<file path="config.mk">
export PLATFORM = sky130hd
export DESIGN_NAME = led_chaser_pattern_sequencer
export DESIGN_NICKNAME = d
export VERILOG_FILES = /design/src/hdl/lcps_pkg.sv /design/src/hdl/led_chaser_pattern_sequencer.sv
export SDC_FILE = /design/constraint.sdc
export NUM_CORES = 1
export LEC_CHECK = 0
export BUFFER_PORTS_ARGS = -buffer_cell sky130_fd_sc_hd__buf_4
export CAP_MARGIN = 20
export CORE_MARGIN = 2
export CORE_UTILIZATION = 45
export CTS_CLUSTER_SIZE = 16
export DETAILED_ROUTE_END_ITERATION = 7
export HOLD_SLACK_MARGIN = 0.1
export PLACE_DENSITY_LB_ADDON = 0.08
export SYNTH_ARGS = -nofsm -noshare
export SYNTH_HDL_FRONTEND = slang
export SYNTH_SLANG_ARGS = --single-unit
</file>
<file path="constraint.sdc">
create_clock -name clk -period 6.3 [get_ports clk]
set_clock_uncertainty 0.1 [all_clocks]
set_input_delay 0.315 -clock clk [delete_from_list [all_inputs] [get_ports clk]]
set_output_delay 0.315 -clock clk [all_outputs]
set_load 0.1 [all_outputs]
</file>
<file path="src/hdl/lcps_pkg.sv">
package lcps_pkg;

	localparam int unsigned UnitWidth = 12;
	localparam int unsigned WaitWidth = 15;
	localparam logic [UnitWidth-1:0] UnitReset = 12'd50;

	typedef enum logic [1:0] {
		PH_MODE_CHECK = 2'd0,
		PH_MODE_WAIT  = 2'd1,
		PH_HOLD       = 2'd2,
		PH_SPEED_WAIT = 2'd3
	} phase_t;

	typedef enum logic [1:0] {
		EFF_WALK   = 2'd0,
		EFF_MIRROR = 2'd1,
		EFF_BAR    = 2'd2,
		EFF_FILL   = 2'd3
	} effect_t;

	// Number of steps in each effect.
	function automatic logic [4:0] steps_of(input logic [1:0] eff);
		logic [4:0] n;
		begin
			case (effect_t'(eff))
				EFF_WALK:   n = 5'd8;
				EFF_MIRROR: n = 5'd8;
				EFF_BAR:    n = 5'd9;
				EFF_FILL:   n = 5'd5;
				default:    n = 5'd8;
			endcase
			return n;
		end
	endfunction

	// LED pattern shown for one step of one effect.
	function automatic logic [7:0] pattern_of(input logic [1:0] eff, input logic [3:0] s);
		logic [8:0] one_hot;
		logic [8:0] mirror;
		logic [8:0] bar;
		logic [7:0] top;
		logic [7:0] p;
		begin
			one_hot = 9'd1 << s;
			mirror  = 9'd1 << (3'd7 - s[2:0]);
			bar     = one_hot - 9'd1;
			top     = ~(8'hFF >> s);
			p       = 8'h00;
			if (s <= 4'd8) begin
				case (effect_t'(eff))
					EFF_WALK:   p = (s < 4'd8) ? one_hot[7:0] : 8'h00;
					EFF_MIRROR: p = (s < 4'd8) ? (one_hot[7:0] | mirror[7:0]) : 8'h00;
					EFF_BAR:    p = bar[7:0];
					EFF_FILL:   p = (s <= 4'd4) ? (bar[7:0] | top) : 8'h00;
					default:    p = 8'h00;
				endcase
			end
			return p;
		end
	endfunction

endpackage

</file>
<file path="src/hdl/led_chaser_pattern_sequencer.sv">
// LED chaser pattern sequencer for an eight-bit LED port.
// Every beat on the slave stream is one timer tick carrying the two button
// levels (active low). For every tick the block returns exactly one beat on
// the master stream with the LED levels, the active effect and the speed.
// The pattern is held for 1, 2, 4 or 8 units; one unit is cfg_wr_data ticks,
// written through the configuration port. The user must write it only while
// the stream is idle; the block itself does not enforce this.
// A tick taken lands in the input register; its result is then loaded into the
// output register, which drives m_axis_tdata, once it is free or being emptied.
// Throughput: one tick per clock cycle while the receiver is ready; the state
// update is a short compare-and-select path between the two registers.
// When the receiver stalls, the finished result waits in the output register
// while one more tick is held in the input register; s_axis_tready drops only
// once both are full, and no beat is lost or repeated.
// Reset (arst_n low) clears the LEDs, selects the first effect and the
// fastest speed, sets the unit to 50 ticks and empties both registers. The
// first tick after reset only samples the mode button.
module led_chaser_pattern_sequencer
	import lcps_pkg::*;
(
	input  logic        clk,
	input  logic        arst_n,
	input  logic        cfg_wr_en,
	input  logic [11:0] cfg_wr_data,
	input  logic        s_axis_tvalid,
	output logic        s_axis_tready,
	// [0] mode_button_n, [1] speed_button_n, [7:2] zero
	input  logic [7:0]  s_axis_tdata,
	output logic        m_axis_tvalid,
	input  logic        m_axis_tready,
	// [7:0] led_pattern, [9:8] effect_number, [11:10] speed_number, [15:12] zero
	output logic [15:0] m_axis_tdata
);

	logic [UnitWidth-1:0] unit_q;

	logic       in_valid_s1;
	logic [1:0] buttons_s1;

	logic        out_valid_q;
	logic [15:0] out_data_q;

	phase_t               phase_q, phase_d;
	logic [WaitWidth-1:0] wait_q, wait_d;
	logic [3:0]           step_q, step_d;
	logic [1:0]           eff_q, eff_d;
	logic [1:0]           spd_q, spd_d;
	logic [7:0]           led_q, led_d;

	logic advance;

	// A tick moves into the output register whenever that register is free
	// or is being emptied in this cycle.
	assign advance       = in_valid_s1 && (!out_valid_q || m_axis_tready);
	assign s_axis_tready = !in_valid_s1 || advance;
	assign m_axis_tvalid = out_valid_q;
	assign m_axis_tdata  = out_data_q;

	always_ff @(posedge clk or negedge arst_n) begin
		if (!arst_n) begin
			unit_q <= UnitReset;
		end else if (cfg_wr_en) begin
			unit_q <= cfg_wr_data;
		end
	end

	always_ff @(posedge clk or negedge arst_n) begin
		if (!arst_n) begin
			in_valid_s1 <= 1'b0;
		end else if (s_axis_tready) begin
			in_valid_s1 <= s_axis_tvalid;
		end
	end

	always_ff @(posedge clk) begin
		if (s_axis_tready && s_axis_tvalid) begin
			buttons_s1 <= s_axis_tdata[1:0];
		end
	end

	// Control state of the sequencer.
	always_ff @(posedge clk or negedge arst_n) begin
		if (!arst_n) begin
			phase_q <= PH_MODE_CHECK;
			wait_q  <= '0;
			step_q  <= '0;
			eff_q   <= '0;
			spd_q   <= '0;
			led_q   <= '0;
		end else if (advance) begin
			phase_q <= phase_d;
			wait_q  <= wait_d;
			step_q  <= step_d;
			eff_q   <= eff_d;
			spd_q   <= spd_d;
			led_q   <= led_d;
		end
	end

	always_ff @(posedge clk or negedge arst_n) begin
		if (!arst_n) begin
			out_valid_q <= 1'b0;
		end else if (advance) begin
			out_valid_q <= 1'b1;
		end else if (m_axis_tready) begin
			out_valid_q <= 1'b0;
		end
	end

	always_ff @(posedge clk) begin
		if (advance) begin
			out_data_q <= {4'd0, spd_d, eff_d, led_d};
		end
	end

	// Next-state logic for one tick.
	always_comb begin
		logic              mode_pressed;
		logic              speed_pressed;
		logic [WaitWidth:0] wait_inc;
		logic [WaitWidth:0] unit_len;
		logic [WaitWidth:0] hold_len;
		logic              unit_done;
		logic              hold_done;
		logic              do_next;
		logic              do_start;
		logic              do_load;
		logic [4:0]        step_inc;

		mode_pressed  = !buttons_s1[0];
		speed_pressed = !buttons_s1[1];
		wait_inc      = {1'b0, wait_q} + 16'd1;
		unit_len      = {4'd0, unit_q};
		hold_len      = unit_len << spd_q;
		unit_done     = wait_inc >= unit_len;
		hold_done     = wait_inc >= hold_len;
		step_inc      = {1'b0, step_q} + 5'd1;

		do_next  = 1'b0;
		do_start = 1'b0;
		do_load  = 1'b0;

		phase_d = phase_q;
		wait_d  = wait_q;
		step_d  = step_q;
		eff_d   = eff_q;
		spd_d   = spd_q;
		led_d   = led_q;

		case (phase_q)
			PH_MODE_CHECK: begin
				do_start = 1'b1;
			end
			PH_MODE_WAIT: begin
				if (unit_done) begin
					eff_d   = eff_q + 2'd1;
					step_d  = '0;
					do_load = 1'b1;
				end else begin
					wait_d = wait_inc[WaitWidth-1:0];
				end
			end
			PH_HOLD: begin
				if (hold_done) begin
					if (speed_pressed) begin
						wait_d  = '0;
						phase_d = PH_SPEED_WAIT;
					end else begin
						do_next = 1'b1;
					end
				end else begin
					wait_d = wait_inc[WaitWidth-1:0];
				end
			end
			PH_SPEED_WAIT: begin
				if (unit_done) begin
					spd_d   = spd_q + 2'd1;
					do_next = 1'b1;
				end else begin
					wait_d = wait_inc[WaitWidth-1:0];
				end
			end
			default: begin
				do_start = 1'b1;
			end
		endcase

		// After the last step of an effect the mode button is checked again.
		if (do_next) begin
			if (step_inc >= steps_of(eff_q)) begin
				do_start = 1'b1;
			end else begin
				step_d  = step_inc[3:0];
				do_load = 1'b1;
			end
		end

		if (do_start) begin
			wait_d = '0;
			if (mode_pressed) begin
				phase_d = PH_MODE_WAIT;
			end else begin
				step_d  = '0;
				do_load = 1'b1;
			end
		end

		if (do_load) begin
			led_d   = pattern_of(eff_d, step_d);
			wait_d  = '0;
			phase_d = PH_HOLD;
		end
	end

	// A ready receiver never stalls the input side.
	a_no_stall_when_ready: assert property (@(posedge clk) disable iff (!arst_n)
		m_axis_tready |-> s_axis_tready)
		else $error("input stalled while output side was ready");

	// A tick that moves forward always leaves a result beat behind.
	a_result_after_advance: assert property (@(posedge clk) disable iff (!arst_n)
		advance |=> m_axis_tvalid)
		else $error("result beat missing after a tick was processed");

	// Sequencer state only changes when a tick is processed.
	a_state_stable_idle: assert property (@(posedge clk) disable iff (!arst_n)
		!advance |=> ($stable(phase_q) && $stable(led_q) && $stable(wait_q)
			&& $stable(step_q)))
		else $error("sequencer state changed without a tick");

	// The step index never runs past the longest effect.
	a_step_in_range: assert property (@(posedge clk) disable iff (!arst_n)
		step_q <= 4'd8)
		else $error("step index out of range");

endmodule

</file>
==> flow_summary.toml <==
[sta]
max_freq_ghz = 0.172
worst_slew_pin_slew_ns = 1.05
report.final.slew_viol_count = 0
worst_hold_slack_ns = 0.139
relSlewSlack_pct = 29.8
setup_viol = 0
fin_crit_sh_pct = 92.1
finalSetupTns_ns = 0
fin_crit_ns = 5.80
rsz0062_at_grt = "no"
hold_violations = 0
timing.final.ws_setup_ns = 0.495

[power]
power_frac_comb_pct = 42.4
pwr-share-seq_pct = 33.0
p_leak_nw = 2.35
power_mw = 1.61
ir_worst_vdd_v = 0.000193
p_int_mw = 0.932
netSwitchingFraction_pct = 42.3
power-per-cell-area_nw_per_um2 = 297
pwr-share-clk_pct = 24.6
p_sw_mw = 0.682

[placed_design]
dp.cells = 698
port_buffers = 32
post_dp_cell_area_um2 = 5050
gp_congestion = 0.944
preCtsSetupSlack_ns = 0.613
dp_hpwl_mm = 8.48

[clock_tree]
worstSkewPairLatency_ns = 0.37
cts_buffer_depth = 2
cts_resized = 0
clkSlewWorstSetupHoldPaths_ns = 0.07
cts_tree = "built"
cts_root_buf = "clkbuf_8"
cts_sinks = 61
cts_hold_buf = 16
htreeDepth = 3
post_cts_buffers = 0
cts_buffers = 9

[synthesis]
synth_seq_area_share_pct = 33.9
yosys_warnings = 0
async_flop_share_pct = 77.0
netlist_instances = 550
synth-edff-count = 14
yosysTopAreaCellShare_pct = 23.3
synth_cell_types = 77
syn_avg_cell_area_um2 = 8.59
yosysTopAreaCell = "dfrtp_1"
syn_area_um2 = 4720
yosys-top-cells-area = "dfrtp_1 23%, ha_1 9.3%, edfxtp_1 8.9%, nand2_1 7.6%, o21ai_0 4.3%"
ys_ff_latch = 61
synth_flop_cell = "dfrtp_1"

[setup_path]
crit_chain = "and4_1 > and2_1 > and4_1 > and3_1 > xor2_1 > ha_1 > nand4_1 > nor2_1 > a211oi_1 > and4_4 > a21boi_4 > o211a_1 > or3_1 > a31oi_2 > ha_1 > inv_1 > mux2_2 > a221o_1 > a21oi_2 > o21ai_1"
cp.arrival_ns = 5.82
startpoint_type = "flip-flop"
critPathMaxStageDelay_ns = 0.55
cp_max_fo = 9
cp-end-kind = "flip-flop"
required_ns = 6.32
crit_type = "reg2reg"
critPathSlowestCell = "or3_1"

[final_layout]
stdcell_count = 730
fillCellCount = 1011
antenna_cells = 0
area_growth_pct = 14.9
multi_input_area_um2 = 2870
postLayoutCoreUtil_pct = 52.8
drive_gt1_share_pct = 15.5
seq_area_um2 = 1600
fin_area_um2 = 5430
final_nets = 649

[floorplan]
core_um2 = 10300
design.die.area_um2 = 11300
start_util_pct = 46.0
rows = 37
ioPinCount = 43
die_y_um = 106
die_w_um = 106

[global_route]
grt_pass1_vias = 4000
grt_usage_pct = 22.7
grt_max_degree = 48
antenna_found_initial = 0
grt_overflow = 0
grt_pass1_wl_mm = 20.3

[route]
drc_errors = 0
vias = 4152
firstDrtPassIters = 5
drtIter0Drc = 393
routedWlPerCell_um = 16.2
ant_nets = 0
routed_wl_mm = 11.8
via_per_inst = 5.69

[run_status]
status = "finished, final reports clean"

[hold_path]
hold_class = "in2reg"

[run]
drv_cap = 0
## area by class of cell
cell class,instances,area share (%)
clock buffers,9,2.28
well taps,136,3.14
inverters,31,2.14
repair buffers,56,8.48
clock inverters,7,1.66
multi-input cells,430,52.8
flip-flops and latches,61,29.5
## worst max-delay path, delay by kind of cell (launching register included)
family | cells | cell delay [ns]
AO/OA/AOI/OAI | 7 | 1.71
XOR/XNOR | 1 | 0.25
adder cells (fa/ha/maj) | 2 | 0.55
buffers and inverters | 1 | 0.09
flip-flops | 1 | 0.51
multiplexers | 1 | 0.27
AND/OR/NAND/NOR | 8 | 2.07
## state kept, by name (all words and copies together), names as in the netlist
register / count
unit_q: 12
phase_q: 2
m_axis_tvalid: 1
wait_q: 15
in_valid_s1: 1
led_q: 8
buttons_s1: 2
m_axis_tdata: 12
spd_q: 2
step_q: 4
eff_q: 2
## power by group through the flow
stage | Combinational, mW | Sequential (mW) | Clock (mW)
detailed placement | 0.672 | 0.539 | 0
finish | 0.684 | 0.533 | 0.397
global placement | 0.659 | 0.536 | 0
floorplan | 0.481 | 0.574 | 0
CTS | 0.682 | 0.532 | 0.408
global route | 0.768 | 0.542 | 0.424
## final timing paths
path	from	to	slack, ns	depth (start not counted)
hold reg to reg	led_q[5]$_DFFE_PN0P_	led_q[5]$_DFFE_PN0P_	0.38	2
setup reg to reg	wait_q[2]$_DFFE_PN0P_	m_axis_tdata[6]$_DFFE_PP_	0.50	20
max in group asynchronous	arst_n	in_valid_s1$_DFFE_PN0N_	5.26	2
hold / removal	m_axis_tready	m_axis_tvalid$_DFFE_PN0P_	0.14	3
min in group asynchronous	arst_n	unit_q[11]$_DFFE_PN0P_	0.42	2
setup / recovery	wait_q[2]$_DFFE_PN0P_	m_axis_tdata[6]$_DFFE_PP_	0.50	20
## cell usage in the layout, fill, tap and decap left out, types with 4 or more instances in the layout
| cell | instances |
|---|---|
| ha_1 | 35 |
| o31ai_1 | 11 |
| nand3_1 | 11 |
| nand4_1 | 13 |
| a21o_1 | 5 |
| xor2_1 | 7 |
| xnor2_1 | 14 |
| o22ai_1 | 5 |
| nand2b_1 | 7 |
| clkbuf_8 | 9 |
| and3_1 | 4 |
| and2_1 | 6 |
| nand2_1 | 96 |
| nor4_1 | 5 |
| inv_1 | 27 |
| o21ai_1 | 15 |
| dfrtp_1 | 44 |
| o21ai_0 | 41 |
| dlygate4sd3_1 | 16 |
| conb_1 | 4 |
| nor2_1 | 32 |
| o41ai_1 | 4 |
| clkinv_1 | 4 |
| mux2i_1 | 4 |
| o211ai_1 | 13 |
| edfxtp_1 | 14 |
| buf_4 | 40 |
| a21oi_1 | 24 |
## cell families after synthesis
logic type      Yosys count  share of synthesized area (%)
simple gates            199                           20.2
compound gates          161                           24.2
buf+inv                  62                           5.69
flops                    61                           33.9
fa+ha+maj                35                           9.27
xor+xnor                 22                           4.24
mux                       9                           2.52
other cells               1                         0.0794
## cell usage after synthesis (3+ instances only)
master and number:
and3_1 4, nand3_1 11, dfstp_2 3, mux2i_1 4, nor2_1 32, o211a_1 3, o22ai_1 5, a22o_1 3
o31ai_1 11, inv_1 27, xnor2_1 14, a21o_1 5, mux2_2 3, o41ai_1 4, and4_1 3, buf_4 6
xor2_1 7, o211ai_1 13, a31oi_1 3, nand2b_1 7, ha_1 35, dfrtp_1 44, nor4_1 5, and2_1 6
o21ai_1 15, nand4_1 13, nand2_2 3, o21a_1 3, a211oi_1 3, edfxtp_1 14, a21oi_1 24, clkbuf_1 18
or2_2 3, nand2_1 96, o21ai_0 41, buf_2 5
## metal layers
layer  vias up  global-route usage, %  share of wire (%)
li1       2066                      -                  -
met1      1984                   33.4                 51
met2        84                   32.6                 43
met3        18                   5.89                4.7
met4         0                   6.77                1.5
met5         -                      0                  0
(Power assumes the default switching activity.)
